--- config.mk ---
export PLATFORM = sky130hd
export DESIGN_NAME = vm_register_alu_execute_flat
export DESIGN_NICKNAME = d
export VERILOG_FILES = /design/src/vmra_pkg.sv /design/src/vmra_if.sv /design/src/vmra_ram.sv /design/src/vmra_alu.sv /design/src/vm_register_alu_execute.sv /design/src/flat_wrapper.sv
export VERILOG_INCLUDE_DIRS = /design/src /design/src/src
export SDC_FILE = /design/constraint.sdc
export NUM_CORES = 1
export LEC_CHECK = 0
export ABC_AREA = 1
export BUFFER_PORTS_ARGS = -buffer_cell sky130_fd_sc_hd__buf_2
export CORE_UTILIZATION = 45
export DETAILED_ROUTE_END_ITERATION = 8
export GPL_TIMING_DRIVEN = 0
export RECOVER_POWER = 100
export SYNTH_ARGS = -nofsm -noshare
export SYNTH_HDL_FRONTEND = slang
export SYNTH_SLANG_ARGS = --single-unit
--- constraint.sdc ---
create_clock -name clock -period 10.7 [get_ports clock]
set_clock_uncertainty 0.05 [all_clocks]
set_input_delay 0.535 -clock clock [delete_from_list [all_inputs] [get_ports clock]]
set_output_delay 0.535 -clock clock [all_outputs]
set_load 0.01 [all_outputs]
--- src/vm_register_alu_execute_defines.svh ---
// Assertion macros shared by the register ALU sources.
// Needs nothing else; define ASSERT_OFF to compile the checks away.
`ifndef VM_REGISTER_ALU_EXECUTE_DEFINES_SVH
`define VM_REGISTER_ALU_EXECUTE_DEFINES_SVH
`ifndef ASSERT_OFF
// same-cycle implication
`define ASSERT_IMPLY(label, clk, rst, ante, cons, msg) \
   label: assert property (@(posedge clk) disable iff (rst) (ante) |-> (cons)) else $error(msg);
// next-cycle implication
`define ASSERT_NEXT(label, clk, rst, ante, cons, msg) \
   label: assert property (@(posedge clk) disable iff (rst) (ante) |=> (cons)) else $error(msg);
`else
`define ASSERT_IMPLY(label, clk, rst, ante, cons, msg)
`define ASSERT_NEXT(label, clk, rst, ante, cons, msg)
`endif
`endif

--- src/vmra_pkg.sv ---
// Shared widths, operation codes and payload types of the register ALU.
// Used by the channel interfaces, the ALU core and the top level.
package vmra_pkg;

   localparam int NUM_REGS_DEFAULT = 16;

   localparam int FUNC_W  = 5;
   localparam int REG_W   = 4;
   localparam int IMM_W   = 12;
   localparam int KEY_W   = 16;
   localparam int BYTE_W  = 8;
   localparam int INDEX_W = 16;
   localparam int JUMP_W  = 12;
   localparam int HUND_W  = 2;
   localparam int DIGIT_W = 4;

   // operation codes
   localparam logic [FUNC_W-1:0] FUNC_SET_IMM     = 5'd0;
   localparam logic [FUNC_W-1:0] FUNC_ADD_IMM     = 5'd1;
   localparam logic [FUNC_W-1:0] FUNC_COPY        = 5'd2;
   localparam logic [FUNC_W-1:0] FUNC_OR          = 5'd3;
   localparam logic [FUNC_W-1:0] FUNC_AND         = 5'd4;
   localparam logic [FUNC_W-1:0] FUNC_XOR         = 5'd5;
   localparam logic [FUNC_W-1:0] FUNC_ADD         = 5'd6;
   localparam logic [FUNC_W-1:0] FUNC_SUB_XY      = 5'd7;
   localparam logic [FUNC_W-1:0] FUNC_SUB_YX      = 5'd8;
   localparam logic [FUNC_W-1:0] FUNC_SHR         = 5'd9;
   localparam logic [FUNC_W-1:0] FUNC_SHL         = 5'd10;
   localparam logic [FUNC_W-1:0] FUNC_SKIP_EQ_IMM = 5'd11;
   localparam logic [FUNC_W-1:0] FUNC_SKIP_NE_IMM = 5'd12;
   localparam logic [FUNC_W-1:0] FUNC_SKIP_EQ_REG = 5'd13;
   localparam logic [FUNC_W-1:0] FUNC_SKIP_NE_REG = 5'd14;
   localparam logic [FUNC_W-1:0] FUNC_SET_INDEX   = 5'd15;
   localparam logic [FUNC_W-1:0] FUNC_ADD_INDEX   = 5'd16;
   localparam logic [FUNC_W-1:0] FUNC_BCD         = 5'd17;
   localparam logic [FUNC_W-1:0] FUNC_KEY_DOWN    = 5'd18;
   localparam logic [FUNC_W-1:0] FUNC_KEY_UP      = 5'd19;
   localparam logic [FUNC_W-1:0] FUNC_WAIT_KEY    = 5'd20;
   localparam logic [FUNC_W-1:0] FUNC_JUMP_OFFSET = 5'd21;

   typedef struct packed {
      logic [FUNC_W-1:0] func;
      logic [REG_W-1:0]  reg_x;
      logic [REG_W-1:0]  reg_y;
      logic [IMM_W-1:0]  immediate;
      logic [KEY_W-1:0]  key_state;
   } req_type;

   typedef struct packed {
      logic               skip_next;
      logic               repeat_instruction;
      logic [JUMP_W-1:0]  jump_target;
      logic [INDEX_W-1:0] index_value;
      logic [HUND_W-1:0]  digit_hundreds;
      logic [DIGIT_W-1:0] digit_tens;
      logic [DIGIT_W-1:0] digit_ones;
      logic [BYTE_W-1:0]  reg_x_value;
   } rsp_type;

   // ALU result plus the state updates it asks for
   typedef struct packed {
      rsp_type            rsp;
      logic               vx_we;
      logic [BYTE_W-1:0]  vx_data;
      logic               flag_we;
      logic [BYTE_W-1:0]  flag_data;
      logic               index_we;
      logic [INDEX_W-1:0] index_data;
   } alu_out_type;

endpackage

--- src/vmra_if.sv ---
// Valid/ready channel interfaces for requests and results of the register ALU.
// Depends on vmra_pkg for the field widths.
interface vmra_req_if import vmra_pkg::*; ();
   logic               valid;
   logic               ready;
   logic [FUNC_W-1:0]  func;
   logic [REG_W-1:0]   reg_x;
   logic [REG_W-1:0]   reg_y;
   logic [IMM_W-1:0]   immediate;
   logic [KEY_W-1:0]   key_state;

   modport source (output valid, func, reg_x, reg_y, immediate, key_state, input ready);
   modport sink   (input valid, func, reg_x, reg_y, immediate, key_state, output ready);
endinterface

interface vmra_rsp_if import vmra_pkg::*; ();
   logic               valid;
   logic               ready;
   logic               skip_next;
   logic               repeat_instruction;
   logic [JUMP_W-1:0]  jump_target;
   logic [INDEX_W-1:0] index_value;
   logic [HUND_W-1:0]  digit_hundreds;
   logic [DIGIT_W-1:0] digit_tens;
   logic [DIGIT_W-1:0] digit_ones;
   logic [BYTE_W-1:0]  reg_x_value;

   modport source (output valid, skip_next, repeat_instruction, jump_target, index_value,
                   digit_hundreds, digit_tens, digit_ones, reg_x_value, input ready);
   modport sink   (input valid, skip_next, repeat_instruction, jump_target, index_value,
                   digit_hundreds, digit_tens, digit_ones, reg_x_value, output ready);
endinterface

--- src/vmra_ram.sv ---
// Generic RAM: one write port, two read ports with registered read data.
// Stand-alone; no package needed.
module vmra_ram #(
   parameter int WIDTH = 8,
   parameter int DEPTH = 16
) (
   input  logic                     clock,
   input  logic                     we,
   input  logic [$clog2(DEPTH)-1:0] waddr,
   input  logic [WIDTH-1:0]         wdata,
   input  logic                     re,
   input  logic [$clog2(DEPTH)-1:0] raddr_a,
   input  logic [$clog2(DEPTH)-1:0] raddr_b,
   output logic [WIDTH-1:0]         rdata_a,
   output logic [WIDTH-1:0]         rdata_b
);

   logic [WIDTH-1:0] mem [DEPTH];

   // write port
   always_ff @(posedge clock) begin
      if (we) begin
         mem[waddr] <= wdata;
      end
   end

   // read ports return the contents before a same-cycle write
   always_ff @(posedge clock) begin
      if (re) begin
         rdata_a <= mem[raddr_a];
         rdata_b <= mem[raddr_b];
      end
   end

endmodule

--- src/vmra_alu.sv ---
// Combinational execute logic of the register ALU: one instruction per call.
// Depends on vmra_pkg for codes and types; operands arrive already resolved.
module vmra_alu import vmra_pkg::*; (
   input  req_type            req,
   input  logic [BYTE_W-1:0]  vx,
   input  logic [BYTE_W-1:0]  vb,
   input  logic [INDEX_W-1:0] index_cur,
   output alu_out_type        result
);

   logic [BYTE_W-1:0]  imm_byte;
   logic [BYTE_W:0]    sum;
   logic [BYTE_W-1:0]  rem_h;
   logic [6:0]         rem;
   logic [14:0]        tens_prod;
   logic [DIGIT_W-1:0] tens;
   logic [6:0]         ones;
   logic [HUND_W-1:0]  hund;
   logic [KEY_W-1:0]   key_low;
   logic [REG_W-1:0]   key_num;
   logic               key_any;
   logic               key_hit;

   assign imm_byte = req.immediate[BYTE_W-1:0];
   assign sum      = {1'b0, vx} + {1'b0, vb};

   // split vx into hundreds by compare, then tens by reciprocal multiply
   always_comb begin
      if (vx >= 8'd200) begin
         hund  = 2'd2;
         rem_h = vx - 8'd200;
      end else if (vx >= 8'd100) begin
         hund  = 2'd1;
         rem_h = vx - 8'd100;
      end else begin
         hund  = 2'd0;
         rem_h = vx;
      end
      rem       = rem_h[6:0];
      tens_prod = 15'(rem) * 15'd205;
      tens      = tens_prod[14:11];
      ones      = rem - 7'(tens) * 7'd10;
   end

   // isolate the lowest pressed key and encode its number
   always_comb begin
      key_low = req.key_state & (~req.key_state + 16'd1);
      key_any = |req.key_state;
      key_num = '0;
      for (int k = 0; k < KEY_W; k++) begin
         key_num = key_num | ({REG_W{key_low[k]}} & REG_W'(k));
      end
   end

   assign key_hit = req.key_state[vx[REG_W-1:0]];

   // decode and execute
   always_comb begin
      result = '0;
      case (req.func)
         FUNC_SET_IMM: begin
            result.vx_we   = 1'b1;
            result.vx_data = imm_byte;
         end
         FUNC_ADD_IMM: begin
            result.vx_we   = 1'b1;
            result.vx_data = vx + imm_byte;
         end
         FUNC_COPY: begin
            result.vx_we   = 1'b1;
            result.vx_data = vb;
         end
         FUNC_OR: begin
            result.vx_we   = 1'b1;
            result.vx_data = vx | vb;
         end
         FUNC_AND: begin
            result.vx_we   = 1'b1;
            result.vx_data = vx & vb;
         end
         FUNC_XOR: begin
            result.vx_we   = 1'b1;
            result.vx_data = vx ^ vb;
         end
         FUNC_ADD: begin
            result.flag_we   = 1'b1;
            result.flag_data = {7'd0, sum[BYTE_W]};
            result.vx_we     = 1'b1;
            result.vx_data   = sum[BYTE_W-1:0];
         end
         FUNC_SUB_XY: begin
            result.flag_we   = 1'b1;
            result.flag_data = {7'd0, vx >= vb};
            result.vx_we     = 1'b1;
            result.vx_data   = vx - vb;
         end
         FUNC_SUB_YX: begin
            result.flag_we   = 1'b1;
            result.flag_data = {7'd0, vb >= vx};
            result.vx_we     = 1'b1;
            result.vx_data   = vb - vx;
         end
         FUNC_SHR: begin
            result.flag_we   = 1'b1;
            result.flag_data = {7'd0, vx[0]};
            result.vx_we     = 1'b1;
            result.vx_data   = {1'b0, vx[BYTE_W-1:1]};
         end
         FUNC_SHL: begin
            result.flag_we   = 1'b1;
            result.flag_data = {7'd0, vx[BYTE_W-1]};
            result.vx_we     = 1'b1;
            result.vx_data   = {vx[BYTE_W-2:0], 1'b0};
         end
         FUNC_SKIP_EQ_IMM: result.rsp.skip_next = (vx == imm_byte);
         FUNC_SKIP_NE_IMM: result.rsp.skip_next = (vx != imm_byte);
         FUNC_SKIP_EQ_REG: result.rsp.skip_next = (vx == vb);
         FUNC_SKIP_NE_REG: result.rsp.skip_next = (vx != vb);
         FUNC_SET_INDEX: begin
            result.index_we   = 1'b1;
            result.index_data = {4'd0, req.immediate};
         end
         FUNC_ADD_INDEX: begin
            result.index_we   = 1'b1;
            result.index_data = index_cur + {8'd0, vx};
         end
         FUNC_BCD: begin
            result.rsp.digit_hundreds = hund;
            result.rsp.digit_tens     = tens;
            result.rsp.digit_ones     = ones[DIGIT_W-1:0];
         end
         FUNC_KEY_DOWN: result.rsp.skip_next = key_hit;
         FUNC_KEY_UP:   result.rsp.skip_next = !key_hit;
         FUNC_WAIT_KEY: begin
            result.rsp.repeat_instruction = !key_any;
            result.vx_we                  = key_any;
            result.vx_data                = {4'd0, key_num};
         end
         FUNC_JUMP_OFFSET: result.rsp.jump_target = {4'd0, vb} + req.immediate;
         default: ;
      endcase
      // reported state after the step
      result.rsp.index_value = result.index_we ? result.index_data : index_cur;
      result.rsp.reg_x_value = result.vx_we ? result.vx_data : vx;
   end

endmodule

--- src/vm_register_alu_execute.sv ---
// Register ALU execute unit: takes one register-class instruction per cycle and
// returns one result per instruction. A request is accepted every cycle while the
// result side keeps up; its result is offered after the execute stage commits it.
// The steps follow the registered read of the general register file: the request
// edge addresses the file, the execute cycle resolves operands (flag register and
// last write forwarded), computes and commits, and the result register holds the
// answer until taken. Reset clears all registers to zero at once through
// per-entry valid bits; no clearing pass is needed.
`include "vm_register_alu_execute_defines.svh"

module vm_register_alu_execute import vmra_pkg::*; #(
   parameter int NUM_REGS = NUM_REGS_DEFAULT
) (
   input  logic      clock,
   input  logic      reset,
   vmra_req_if.sink  req_if,
   vmra_rsp_if.source rsp_if
);

   localparam int REG_AW = $clog2(NUM_REGS);
   localparam logic [REG_AW-1:0] FLAG_REG = REG_AW'(NUM_REGS - 1);
   localparam logic [REG_AW-1:0] ZERO_REG = '0;

   logic                req_fire;
   logic                exec_fire;
   logic [REG_AW-1:0]   rd_addr_a;
   logic [REG_AW-1:0]   rd_addr_b;
   logic [BYTE_W-1:0]   rdata_a;
   logic [BYTE_W-1:0]   rdata_b;
   logic [BYTE_W-1:0]   op_x;
   logic [BYTE_W-1:0]   op_b;
   logic [REG_AW-1:0]   addr_x;
   logic                ram_we;
   alu_out_type         alu_res;

   logic                exec_valid_ff, exec_valid_in;
   req_type             exec_req_ff, exec_req_in;
   logic [REG_AW-1:0]   exec_addr_b_ff, exec_addr_b_in;
   logic                ok_a_ff, ok_a_in;
   logic                ok_b_ff, ok_b_in;
   logic [NUM_REGS-1:0] reg_valid_ff, reg_valid_in;
   logic [BYTE_W-1:0]   flag_ff, flag_in;
   logic [INDEX_W-1:0]  index_ff, index_in;
   logic                fwd_valid_ff, fwd_valid_in;
   logic [REG_AW-1:0]   fwd_addr_ff, fwd_addr_in;
   logic [BYTE_W-1:0]   fwd_data_ff, fwd_data_in;
   logic                rsp_valid_ff, rsp_valid_in;
   rsp_type             rsp_data_ff, rsp_data_in;

   // handshake; hold off requests while in reset
   assign exec_fire    = exec_valid_ff && (!rsp_valid_ff || rsp_if.ready);
   assign req_if.ready = !reset && (!exec_valid_ff || exec_fire);
   assign req_fire     = req_if.valid && req_if.ready;

   // read addresses: jump reads register zero on the second port
   assign rd_addr_a = req_if.reg_x[REG_AW-1:0];
   assign rd_addr_b = (req_if.func == FUNC_JUMP_OFFSET) ? ZERO_REG : req_if.reg_y[REG_AW-1:0];

   // register file; the flag register lives in flip-flops beside it
   vmra_ram #(
      .WIDTH (BYTE_W),
      .DEPTH (NUM_REGS)
   ) u_regs (
      .clock   (clock),
      .we      (ram_we),
      .waddr   (addr_x),
      .wdata   (alu_res.vx_data),
      .re      (req_fire),
      .raddr_a (rd_addr_a),
      .raddr_b (rd_addr_b),
      .rdata_a (rdata_a),
      .rdata_b (rdata_b)
   );

   // resolve operands: flag, then last write, then file (unwritten reads zero)
   assign addr_x = exec_req_ff.reg_x[REG_AW-1:0];

   always_comb begin
      if (addr_x == FLAG_REG) begin
         op_x = flag_ff;
      end else if (fwd_valid_ff && fwd_addr_ff == addr_x) begin
         op_x = fwd_data_ff;
      end else if (ok_a_ff) begin
         op_x = rdata_a;
      end else begin
         op_x = '0;
      end
      if (exec_addr_b_ff == FLAG_REG) begin
         op_b = flag_ff;
      end else if (fwd_valid_ff && fwd_addr_ff == exec_addr_b_ff) begin
         op_b = fwd_data_ff;
      end else if (ok_b_ff) begin
         op_b = rdata_b;
      end else begin
         op_b = '0;
      end
   end

   vmra_alu u_alu (
      .req       (exec_req_ff),
      .vx        (op_x),
      .vb        (op_b),
      .index_cur (index_ff),
      .result    (alu_res)
   );

   assign ram_we = exec_fire && alu_res.vx_we && (addr_x != FLAG_REG);

   // next state
   always_comb begin
      exec_valid_in  = exec_valid_ff;
      exec_req_in    = exec_req_ff;
      exec_addr_b_in = exec_addr_b_ff;
      ok_a_in        = ok_a_ff;
      ok_b_in        = ok_b_ff;
      reg_valid_in   = reg_valid_ff;
      flag_in        = flag_ff;
      index_in       = index_ff;
      fwd_valid_in   = fwd_valid_ff;
      fwd_addr_in    = fwd_addr_ff;
      fwd_data_in    = fwd_data_ff;
      rsp_valid_in   = rsp_valid_ff;
      rsp_data_in    = rsp_data_ff;

      // drain the result register
      if (rsp_if.ready) begin
         rsp_valid_in = 1'b0;
      end

      // commit: flag first, then register x
      if (exec_fire) begin
         exec_valid_in = 1'b0;
         rsp_valid_in  = 1'b1;
         rsp_data_in   = alu_res.rsp;
         if (alu_res.flag_we) begin
            flag_in = alu_res.flag_data;
         end
         if (alu_res.vx_we && addr_x == FLAG_REG) begin
            flag_in = alu_res.vx_data;
         end
         if (ram_we) begin
            reg_valid_in[addr_x] = 1'b1;
            fwd_valid_in         = 1'b1;
            fwd_addr_in          = addr_x;
            fwd_data_in          = alu_res.vx_data;
         end
         if (alu_res.index_we) begin
            index_in = alu_res.index_data;
         end
      end

      // load a new request into execute
      if (req_fire) begin
         exec_valid_in  = 1'b1;
         exec_req_in    = '{func: req_if.func, reg_x: req_if.reg_x, reg_y: req_if.reg_y,
                            immediate: req_if.immediate, key_state: req_if.key_state};
         exec_addr_b_in = rd_addr_b;
         ok_a_in        = reg_valid_ff[rd_addr_a];
         ok_b_in        = reg_valid_ff[rd_addr_b];
      end
   end

   // control and architectural state
   always_ff @(posedge clock) begin
      if (reset) begin
         exec_valid_ff <= 1'b0;
         reg_valid_ff  <= '0;
         flag_ff       <= '0;
         index_ff      <= '0;
         fwd_valid_ff  <= 1'b0;
         rsp_valid_ff  <= 1'b0;
      end else begin
         exec_valid_ff <= exec_valid_in;
         reg_valid_ff  <= reg_valid_in;
         flag_ff       <= flag_in;
         index_ff      <= index_in;
         fwd_valid_ff  <= fwd_valid_in;
         rsp_valid_ff  <= rsp_valid_in;
      end
   end

   // payload
   always_ff @(posedge clock) begin
      exec_req_ff    <= exec_req_in;
      exec_addr_b_ff <= exec_addr_b_in;
      ok_a_ff        <= ok_a_in;
      ok_b_ff        <= ok_b_in;
      fwd_addr_ff    <= fwd_addr_in;
      fwd_data_ff    <= fwd_data_in;
      rsp_data_ff    <= rsp_data_in;
   end

   // result channel
   assign rsp_if.valid              = rsp_valid_ff;
   assign rsp_if.skip_next          = rsp_data_ff.skip_next;
   assign rsp_if.repeat_instruction = rsp_data_ff.repeat_instruction;
   assign rsp_if.jump_target        = rsp_data_ff.jump_target;
   assign rsp_if.index_value        = rsp_data_ff.index_value;
   assign rsp_if.digit_hundreds     = rsp_data_ff.digit_hundreds;
   assign rsp_if.digit_tens         = rsp_data_ff.digit_tens;
   assign rsp_if.digit_ones         = rsp_data_ff.digit_ones;
   assign rsp_if.reg_x_value        = rsp_data_ff.reg_x_value;

   // checks
   `ASSERT_IMPLY(a_no_flag_ram_write, clock, reset, ram_we, addr_x != FLAG_REG,
                 "register file written at the flag address")
   `ASSERT_NEXT(a_exec_holds, clock, reset, exec_valid_ff && !exec_fire, exec_valid_ff,
                "stalled instruction dropped from execute")
   `ASSERT_IMPLY(a_skip_repeat_excl, clock, reset, rsp_valid_ff,
                 !(rsp_data_ff.skip_next && rsp_data_ff.repeat_instruction),
                 "skip and repeat reported together")
   `ASSERT_IMPLY(a_bcd_digits, clock, reset, rsp_valid_ff,
                 rsp_data_ff.digit_tens < 4'd10 && rsp_data_ff.digit_ones < 4'd10 &&
                 rsp_data_ff.digit_hundreds != 2'd3,
                 "BCD digit out of range")

endmodule

--- src/flat_wrapper.sv ---
// flat-port wrapper written by rule: the top's interface ports become plain ports
module vm_register_alu_execute_flat import vmra_pkg::*;
#(
   parameter int NUM_REGS = NUM_REGS_DEFAULT
)
  (clock, reset, req_if_valid, req_if_func, req_if_reg_x, req_if_reg_y, req_if_immediate, req_if_key_state, req_if_ready, rsp_if_valid, rsp_if_skip_next, rsp_if_repeat_instruction, rsp_if_jump_target, rsp_if_index_value, rsp_if_digit_hundreds, rsp_if_digit_tens, rsp_if_digit_ones, rsp_if_reg_x_value, rsp_if_ready);
  vmra_req_if req_if_i ();
  vmra_rsp_if rsp_if_i ();
  input  logic clock;
  input  logic reset;
  input wire logic [$bits(req_if_i.valid)-1:0] req_if_valid;
  input wire logic [$bits(req_if_i.func)-1:0] req_if_func;
  input wire logic [$bits(req_if_i.reg_x)-1:0] req_if_reg_x;
  input wire logic [$bits(req_if_i.reg_y)-1:0] req_if_reg_y;
  input wire logic [$bits(req_if_i.immediate)-1:0] req_if_immediate;
  input wire logic [$bits(req_if_i.key_state)-1:0] req_if_key_state;
  output wire logic [$bits(req_if_i.ready)-1:0] req_if_ready;
  output wire logic [$bits(rsp_if_i.valid)-1:0] rsp_if_valid;
  output wire logic [$bits(rsp_if_i.skip_next)-1:0] rsp_if_skip_next;
  output wire logic [$bits(rsp_if_i.repeat_instruction)-1:0] rsp_if_repeat_instruction;
  output wire logic [$bits(rsp_if_i.jump_target)-1:0] rsp_if_jump_target;
  output wire logic [$bits(rsp_if_i.index_value)-1:0] rsp_if_index_value;
  output wire logic [$bits(rsp_if_i.digit_hundreds)-1:0] rsp_if_digit_hundreds;
  output wire logic [$bits(rsp_if_i.digit_tens)-1:0] rsp_if_digit_tens;
  output wire logic [$bits(rsp_if_i.digit_ones)-1:0] rsp_if_digit_ones;
  output wire logic [$bits(rsp_if_i.reg_x_value)-1:0] rsp_if_reg_x_value;
  input wire logic [$bits(rsp_if_i.ready)-1:0] rsp_if_ready;
  assign req_if_i.valid = req_if_valid;
  assign req_if_i.func = req_if_func;
  assign req_if_i.reg_x = req_if_reg_x;
  assign req_if_i.reg_y = req_if_reg_y;
  assign req_if_i.immediate = req_if_immediate;
  assign req_if_i.key_state = req_if_key_state;
  assign req_if_ready = req_if_i.ready;
  assign rsp_if_valid = rsp_if_i.valid;
  assign rsp_if_skip_next = rsp_if_i.skip_next;
  assign rsp_if_repeat_instruction = rsp_if_i.repeat_instruction;
  assign rsp_if_jump_target = rsp_if_i.jump_target;
  assign rsp_if_index_value = rsp_if_i.index_value;
  assign rsp_if_digit_hundreds = rsp_if_i.digit_hundreds;
  assign rsp_if_digit_tens = rsp_if_i.digit_tens;
  assign rsp_if_digit_ones = rsp_if_i.digit_ones;
  assign rsp_if_reg_x_value = rsp_if_i.reg_x_value;
  assign rsp_if_i.ready = rsp_if_ready;
  vm_register_alu_execute #(.NUM_REGS(NUM_REGS)) u_core (.clock(clock), .reset(reset), .req_if(req_if_i), .rsp_if(rsp_if_i));
endmodule
* After elaboration in Yosys (flattened, before gate mapping) *
Memories as Yosys holds them, arrays and structs flattened. A register that Yosys moved wholly into a read port is not among the register bits.
Index checks and enable logic that the tools add are counted.

cells by class
  reductions and logical operators = 24
  order comparisons = 9
  $mul = 2
  multiplexer cells = 33
  add/subtract/negate cells = 10
  bitwise operators = 21
  equality and inequality tests = 31

operators by type and width
  kind                     count
  $pmux W9 S12             1
  $mux W8                  9
  $pmux W9 S5              1
  $eq A5 B4 Y1 const B     8
  $eq A5 B5 Y1 const B     7
  $pmux W17 S2             1
  $or A4 B4 Y4             7
  $eq A5 B3 Y1 const B     4
  $lt A4 B5 Y1 const B     4
  $add A16 B1 Y16 const B  1
  $add A16 B8 Y16          1
  $and A16 B16 Y16         1
  $eq A8 B8 Y1             2
  $ge A8 B8 Y1             2
  $mux W16                 1
  $ne A8 B8 Y1             2
  $not A16 Y16             1
  $or A16 B16 Y16          1
  $reduce_or A16 Y1        1
  $sub A8 B8 Y8            2
  $mul A7 B8 Y15 const B   1
  $mux W7                  2
  $sub A7 B7 Y7 const B    2
  $add A8 B12 Y12          1
  34 further kinds         67

word-level totals
  bits of input ports = 45
  memories = 1
  register bits after elaboration = 146
  memory bits (writable) = 128
  output and inout bits = 50

memories
  memory             words  width  read ports  clocked after memory_dff  write ports  line            RTL
  u_core.u_regs.mem  16     8      2           2                         1            vmra_ram.sv:18  logic [WIDTH-1:0] mem [DEPTH];

* Depth between registers and ports, before layout *
Gate-level depths: netlist of run 1.

  depth after elaboration = 22
  depth in mapped cells = 43

* By module *
A second synthesis of run 1 with hierarchy kept.

second synthesis, totals
  cell total of the unflattened synthesis = 2240
  area, all modules = 18383.9 sq um

by module, submodules not included
  module                   times used  cells each  area an instance (sq um)
  vmra_ram                 1           851         7419.6
  vm_register_alu_execute  1           533         5846.9
  vmra_alu                 1           856         5117.4

* Least setup slack after synthesis of run 1 *
OpenSTA, ideal clock, no wires.

  path type = reg2reg
  start = register u_core.exec_req_ff (netlist bit u_core.addr_x[3])
  end = register u_core.rsp_data_ff (netlist bit u_core.rsp_if.digit_ones[3]), data pin
  stages on the path, launching flop included = 28
  setup time = 0.265 ns
  period minus slack after synthesis = 6.035 ns
  arrival = 5.720 ns
  slack = 4.665 ns
  buffers on the path = 1
  cells stage by stage = edfxtp_1 -> nand2_1 -> nor2_2 -> inv_2 -> buf_2 -> o21ai_0 -> inv_1 -> ha_1 -> inv_1 -> fa_1 -> inv_1 -> fa_1 -> ha_1 -> ha_1 -> a21oi_1 -> nand2_1 -> o211ai_1 -> nand2_1 -> o21bai_1 -> xnor2_1 -> fa_1 -> nand3b_1 -> nand2_1 -> nand3_1 -> nand2_1 -> inv_1 -> nand2_1 -> a21oi_2

between the ends
  cells in the longest elaborated chain, start to end = 10
  elaborated cells on any way between the ends = 14

ends and longest elaborated chain
  element                                        line                            RTL
  start: declaration                             vm_register_alu_execute.sv:37   req_type exec_req_ff, exec_req_in;
  start signal: assignment                       vm_register_alu_execute.sv:184  exec_req_ff <= exec_req_in;
  $eq A4 B4 Y1                                   vm_register_alu_execute.sv:81   end else if (fwd_valid_ff && fwd_addr_ff == addr_x) begin
  $logic_and A1 B1 Y1                            vm_register_alu_execute.sv:81
  $mux W8                                        vm_register_alu_execute.sv:81
  $mux W8 *                                      vm_register_alu_execute.sv:79   if (addr_x == FLAG_REG) begin
  $sub A7 B7 Y7 or $ge A8 B7 Y1 (tied branches)  vmra_alu.sv:34, vmra_alu.sv:32
  $mux W7                                        vmra_alu.sv:32                  end else if (vx >= 8'd100) begin
  $mux W7 *                                      vmra_alu.sv:29                  if (vx >= 8'd200) begin
  $mul A7 B8 Y15                                 vmra_alu.sv:40                  tens_prod = 15'(rem) * 15'd205;
  $mul A4 B3 Y3                                  vmra_alu.sv:42                  ones = rem - 7'(tens) * 7'd10;
  $sub A4 B4 Y4 *                                vmra_alu.sv:42
  end signal: assignment                         vm_register_alu_execute.sv:190  rsp_data_ff <= rsp_data_in;
  end: declaration                               vm_register_alu_execute.sv:48   rsp_type rsp_data_ff, rsp_data_in;

Mark *: on every way between the ends. The rest lies on a longest branch, timed or not.
A chain may end at the register's enable or synchronous reset.

* Worst setup path in the final report of run 1 *
  start = register u_core.exec_req_ff (netlist bit u_core.addr_x[0])
  end = register u_core.rsp_data_ff (netlist bit u_core.rsp_if.digit_ones[3]), data pin

Same word-level chain as after synthesis.

==> metrics.txt, run 1 <==
share of cells above drive strength 1 0.07375; R2R cell count 35; Register Area between 8000 and 9000 sq um; Post-CTS Setup Bufs 0; RD Place Congestion 0.9815; CP max stage cell edfxtp_1; register area share after synthesis 0.4843; setup TNS 0 ps; initial antenna violation count 0; Tightest Pin Transition 2306 ps; Die X-Extent approximately 200 microns; H-Tree Depth 2; TritonCTS Buffers 35; I/O Buffers 93; TritonRoute pass-1 iters 7; Antenna Cells 0; slowest stage delay, CP 520 ps; kind of critical path flop to flop; Hold EP u_core.exec_req_ff[1]; CP required 11,050 ps; met1 GRT Util 0.3738; Placed Cells incl. Taps 2,508; vias per cell between 5 and 6; Gate power share 0.181; area of the multi-input gates 7559 sq um; Leak Pwr ~0.0078 uW; Int Pwr 2188 uW; syn_area_per_cell 9.048 sq um; worst r2r src u_core.addr_x[0]; most crowded layer after global routing met2; R2R Path End u_core.rsp_if.digit_ones[3]; most frequent CP cell nand2_1; routed wire length 59,810 microns; Crit. End Element flop; distinct cell type count after synthesis 58; largest family of logic cells by synthesized area compound AO/OA/AOI/OAI gates; crit path time final 7229 ps; Yosys reg bits 290; Peak VDD IR 127.0 uV; Layout fillers ~3,700; Final setup violation count 0; GR Overflow Total 0; Max Clk Rate 138.3 MHz; Hold WC Path Type input port to flop; sequential power share 0.416; sw frac 0.2932; status finished, violations left; number of nets in the layout 2,176; commonest non-fill, non-tap cell in the layout o21ai_0; Synth-to-Final Area Change 12.94%; Starting Density 0.4559; Final Util 0.5149; Hold Slack about 86 ps; Psw 907.6 uW; Synth Area in Compound Gates 0.1852; first-pass GRT wire length ~88,000 microns; CTS tree built; mux contribution to synthesized area 0.01874; Post-Synth Adder-Cell Area 0.07760; DRC 0; height of the die 196.9 microns; asr flop ratio synth 0; Slew Limit Headroom -0.5431; WP data arrival 7580 ps; Site Rows 71; met3 Usage GRT 0.03491; Final Hold Vio Count 0; total of max-cap violations 4; Routed Antenna Nets 0; Top FF cell, synth edfxtp_1; Core Box Area 37,490 sq um; vias in the first global route 14,320; Hold Crit Depth 1; Hold Path Origin req_if_key_state[1]; post-synthesis simple-gate area fraction 0.1568; Mapped Area 17,090 sq um; RSZ-0062 raised after global routing false; failing checks max-capacitance violations, max-slew violations; reg2reg setup slack 3470 ps; clock tree sinks 290; Final Instance Count excl. Fillers ~2,600; area of the die 38,760 sq um; number of synthesized flops with an enable pin ~250; Post-CTS Hold Buffers 0; clk root buf clkbuf_16; XOR/XNOR share of the synthesized area 0.006149; HPWL after DPL 44,970 microns; YS warnings 0; Clk pwr share 0.403; CP Max Fanout 10; Clock Latency Late Sink 580 ps; Period Utilization, post-route 0.6756; I/O pin total 95; fin. max-slew vios 112; Global Route Usage Sum 0.3098; cts repair resizes 0; DR vias 14,630; wire per inst 23.25 microns; Initial DRC Count 1,173; GR Util met2 0.5417; power per standard cell area 160.4 nW/um^2; post-synthesis cell count 1,889; most frequent cells in the layout o21ai_0 (262), edfxtp_1 (247), inv_1 (236), nand2_1 (230), nor2_1 (186); startpoint types flop; CTS max path bufs 3; Clock Pin Slew Worst Setup and Hold Paths 60 ps; largest net degree at the start of global routing 41
## power by group through the flow
stage	combinational [uW]	clock [uW]	sequential, uW
after floorplan	376	0	1310
after global placement	554	0	1310
after detailed placement	567	0	1310
after CTS	571	1270	1290
after global routing	626	1310	1290
final	561	1250	1290
## metrics by stage
step / area, sq um / total power [uW] / worst slack [ps]
4_1_cts: 19570 / 3123 / 4146
2_1_floorplan: 17120 / 1686 / 4665
6_report: 19300 / 3096 / 3471
5_1_grt: 19300 / 3225 / 2885
3_5_place_dp: 18370 / 1877 / 4169
3_3_place_gp: 18220 / 1866 / 3188
## sequential cells by signal, indices dropped and copies added, names as in the netlist, 2 cells and up
| signal | count |
|---|---|
| u_core.addr_x | 4 |
| u_core.rsp_if.digit_tens | 4 |
| u_core.rsp_if.jump_target | 12 |
| u_core.rsp_if.digit_ones | 4 |
| u_core.exec_req_ff | 33 |
| u_core.rsp_if.index_value | 16 |
| u_core.rsp_if.reg_x_value | 8 |
| u_core.exec_addr_b_ff | 4 |
| u_core.u_regs.rdata_a | 8 |
| u_core.index_ff | 16 |
| u_core.fwd_addr_ff | 4 |
| u_core.u_regs.rdata_b | 8 |
| u_core.flag_ff | 8 |
| u_core.rsp_if.digit_hundreds | 2 |
| u_core.reg_valid_ff | 16 |
| u_core.fwd_data_ff | 8 |
| u_core.u_regs.mem | 128 |
## kinds of logic after synthesis
family,Yosys count
and+or+nand+nor,584
xor gates and xnor gates,12
adders and majority gates,97
DFF,290
buffers and inverters,320
muxes,32
other,1
AOI/OAI and AO/OA,553
## worst max-delay path, delay by kind of cell (launching register included)
kind	cells	cell delay, ps
compound gates	3	500
xor+xnor	2	470
fa+ha+maj	6	2360
buf+inv	7	1000
flops	1	520
simple gates	17	2160
## synth_stat cells, types with 2 or more instances
cell | number | share of area
edfxtp_1 | 247 | 0.43
nor2_1 | 182 | 0.040
o21a_1 | 18 | 0.0079
o21ai_1 | 15 | 0.0044
a2111oi_0 | 2 | 0.0010
or2_1 | 8 | 0.0029
inv_2 | 9 | 0.0020
a21oi_1 | 149 | 0.044
o21bai_1 | 10 | 0.0044
o311ai_0 | 3 | 0.0015
nand2_1 | 220 | 0.048
ha_1 | 82 | 0.060
nor4_1 | 10 | 0.0037
or2_2 | 9 | 0.0033
a211oi_1 | 5 | 0.0022
clkbuf_1 | 55 | 0.012
buf_2 | 4 | 0.0012
nor2_4 | 5 | 0.0033
nand2_4 | 7 | 0.0046
xor2_1 | 9 | 0.0046
nor2_2 | 8 | 0.0029
clkinv_1 | 3 | 0.00066
o2111ai_1 | 5 | 0.0026
nand4_1 | 14 | 0.0051
nor3b_1 | 2 | 0.00088
inv_1 | 235 | 0.052
nand2_2 | 27 | 0.0099
xnor2_1 | 3 | 0.0015
mux2i_1 | 32 | 0.019
nand3_2 | 5 | 0.0029
o22ai_1 | 18 | 0.0066
o31ai_1 | 2 | 0.00088
nand3_4 | 2 | 0.0020
a221oi_1 | 3 | 0.0015
o211ai_1 | 34 | 0.015
dfxtp_1 | 43 | 0.050
nand3_1 | 57 | 0.017
a31oi_1 | 4 | 0.0015
nor3_1 | 23 | 0.0067
o21ai_0 | 253 | 0.074
o221ai_1 | 25 | 0.013
fa_1 | 15 | 0.018
inv_4 | 2 | 0.00073
buf_1 | 11 | 0.0024
## layout make-up
class	count	area share
Buffer	70	0.01368
Clock buffer	49	0.05069
Clock inverter	15	0.01128
Inverter	250	0.04894
Multi-Input combinational cell	1286	0.3916
Sequential cell	290	0.4289
Tap cell	511	0.03312
Timing Repair Buffer	101	0.02184
## how the worst max path moves through the flow
stage / to / startpoint
after global placement: u_core.rsp_if.digit_ones[3] / u_core.addr_x[0]
after detailed placement: u_core.rsp_if.digit_ones[3] / u_core.addr_x[3]
after global routing: u_core.rsp_if.digit_ones[3] / u_core.addr_x[3]
after CTS: u_core.rsp_if.digit_ones[3] / u_core.addr_x[3]
final: u_core.rsp_if.digit_ones[3] / u_core.addr_x[0]
after floorplan: u_core.rsp_if.digit_ones[3] / u_core.addr_x[3]
## per-layer routing
| metal | vias to the layer above | share of wire | wire (microns) |
|---|---|---|---|
| met5 | - | 0 | 0 |
| met4 | 0 | 0.055 | 3287 |
| met3 | 157 | 0.051 | 3035 |
| met2 | 572 | 0.49 | 29230 |
| met1 | 7009 | 0.41 | 24250 |
| li1 | 6889 | - | - |
(Power assumes the default switching activity.)
==> inputs of run 2 (changes only) <==
==> constraint.sdc (replaced) <==
create_clock -name clock -period 6.2 [get_ports clock]
set_clock_uncertainty 0.05 [all_clocks]
set_input_delay 0.31 -clock clock [delete_from_list [all_inputs] [get_ports clock]]
set_output_delay 0.31 -clock clock [all_outputs]
set_load 0.01 [all_outputs]
==> metrics.txt, run 2 (synthesis gave the netlist of run 1 again) <==
status complete, no violations (was finished, violations left); vias per cell 5.636 (was 5.687); fin. max-slew vios 0 (was 112); Register Area 8278 sq um (unchanged); H-Tree Depth 2 (unchanged); routed wire length 60,760 microns (was 59,810 microns); crit path time final 5965 ps (was 7229 ps); GR Overflow Total 0 (unchanged); setup ws final 234.7 ps (was 3471 ps); Core Box Area 37,490 sq um (unchanged); Synth-to-Final Area Change 19.46% (was 12.94%); Die X-Extent 196.9 microns (unchanged); number of nets in the layout 2,247 (was 2,176); Initial DRC Count 1,128 (was 1,173); CP required 6460 ps (was 11,050 ps); largest net degree at the start of global routing 41 (unchanged); wire per inst 22.99 microns (was 23.25 microns); CTS tree built (unchanged); Hold EP u_core.reg_valid_ff[7] (was u_core.exec_req_ff[1]); TritonCTS Buffers 35 (unchanged); worst r2r src u_core.addr_x[0] (unchanged); R2R Path End u_core.rsp_if.digit_ones[3] (unchanged); Hold WC Path Type input port to flop (unchanged); R2R cell count 34 (was 35); Leak Pwr 0.008320 uW (was 0.007760 uW); most frequent cells in the layout o21ai_0 (251), edfxtp_1 (247), inv_1 (233), nand2_1 (211), nor2_1 (179) (was o21ai_0 (262), edfxtp_1 (247), inv_1 (236), nand2_1 (230), nor2_1 (186)); commonest non-fill, non-tap cell in the layout o21ai_0 (unchanged); TritonRoute pass-1 iters 6 (was 7); total of max-cap violations 0 (was 4); Site Rows 71 (unchanged); Final Hold Vio Count 0 (unchanged); Layout fillers 3,545 (was 3,665); WP data arrival 6220 ps (was 7580 ps); clock tree sinks 290 (unchanged); CTS max path bufs 3 (unchanged); Hold Crit Depth 3 (was 1); Crit. End Element flop (unchanged); Starting Density 0.4559 (unchanged); initial antenna violation count 0 (unchanged); Tightest Pin Transition 1316 ps (was 2306 ps); Largest register FFs 128 (unchanged); startpoint types flop (unchanged); kind of critical path flop to flop (unchanged); Hold Slack 138.4 ps (was 86.14 ps); Peak VDD IR 218.8 uV (was 127.0 uV); I/O pin total 95 (unchanged); minimum setup slack after placement -331.0 ps (was 4169 ps); CP Max Fanout 10 (unchanged); DR vias 14,900 (was 14,630); Global Route Usage Sum 0.3136 (was 0.3098); clk root buf clkbuf_16 (unchanged); area of the die 38,760 sq um (unchanged); Routed Antenna Nets 0 (unchanged); share of cells above drive strength 1 0.1370 (was 0.07375); I/O Buffers 93 (unchanged); Slew Limit Headroom 0.1192 (was -0.5431); RSZ-0062 raised after global routing true (was false); height of the die 196.9 microns (unchanged); vias in the first global route 14,640 (was 14,320); Max Clk Rate 167.6 MHz (was 138.3 MHz); Clock Pin Slew Worst Setup and Hold Paths 50 ps (was 60 ps); slowest stage delay, CP 500 ps (was 520 ps); HPWL after DPL 44,970 microns (unchanged); area of the multi-input gates 7871 sq um (was 7559 sq um); Antenna Cells 0 (unchanged); DRC 0 (unchanged); RD Place Congestion 0.9815 (unchanged); Final setup violation count 0 (unchanged); first-pass GRT wire length 88,860 microns (was 87,560 microns); overall power 5463 uW (was 3096 uW); Regs by FF count u_core.u_regs.mem: 128 flops, u_core.exec_req_ff: 33 flops (unchanged); Hold Path Origin reset (was req_if_key_state[1]); setup TNS 0 ps (unchanged); Most flops, register u_core.u_regs.mem (unchanged); Period Utilization, post-route 0.9621 (was 0.6756); CP max stage cell edfxtp_1 (unchanged); power per standard cell area 267.6 nW/um^2 (was 160.4 nW/um^2); Clock Latency Late Sink 590 ps (was 580 ps); reg2reg setup slack 230 ps (was 3470 ps)
run 2: cell type report:
type / count / share of cell area
tap: 511 / 0.03132
clock buffer: 49 / 0.04792
inverter: 250 / 0.04670
timing repair buffer: 172 / 0.05889
multi-input combinational: 1286 / 0.3855
buffer: 70 / 0.01354
sequential: 290 / 0.4054
clock inverter: 15 / 0.01066
run 2: how the worst max path moves through the flow:
stage / from / cells past startpoint / endpoint
after floorplan: u_core.addr_x[3] / 27 / u_core.rsp_if.digit_ones[3]
after global placement: u_core.addr_x[0] / 27 / u_core.rsp_if.digit_ones[3]
after detailed placement: u_core.addr_x[3] / 32 / u_core.rsp_if.digit_ones[3]
after CTS: u_core.addr_x[0] / 35 / u_core.rsp_if.digit_ones[3]
after global routing: u_core.addr_x[0] / 42 / u_core.rsp_if.digit_ones[3]
final: u_core.addr_x[0] / 34 / u_core.rsp_if.digit_ones[3]
run 2: metrics by stage:
stage	instances	cell area, sq um	utilization
2_1_floorplan	1896	17120	-
3_3_place_gp	2500	18220	0.4861
3_5_place_dp	2508	18370	0.4901
4_1_cts	2621	20110	0.5364
5_1_grt	2643	20420	0.5446
6_report	2643	20420	0.5446
run 2: worst max-delay path: cells and delay by family, from the launching register on:
| kind | cells | cell delay [ps] |
|---|---|---|
| AO/OA/AOI/OAI | 3 | 420 |
| buffers and inverters | 6 | 600 |
| AND/OR/NAND/NOR | 17 | 1690 |
| XOR/XNOR | 2 | 340 |
| adder cells (fa/ha/maj) | 6 | 2100 |
| flip-flops | 1 | 500 |
run 2: timing repair:
| action | CTS | global route |
|---|---|---|
| resized for setup | 13 | 30 |
| setup endpoints to repair | 18 | 21 |
| hold buffers | 39 | 0 |
| pin swaps | 7 | 28 |
| buffers inserted | 10 | 22 |
| hold endpoints to repair | 39 | 0 |
run 2: metal layers:
metal,up-vias,global-route usage,part of all wire
met3,159,0.03645,0.053
met5,-,0,0
met2,563,0.5515,0.49
met1,7142,0.3750,0.40
met4,0,0.1682,0.053
li1,7033,-,-
run 2: power by group:
group / internal [uW] / leakage (uW) / total, uW / switching, uW
Sequential: 2190 / 0.00268 / 2220 / 30.1
Combinational: 378 / 0.00505 / 1090 / 710
Clock: 1280 / 0.000583 / 2150 / 872
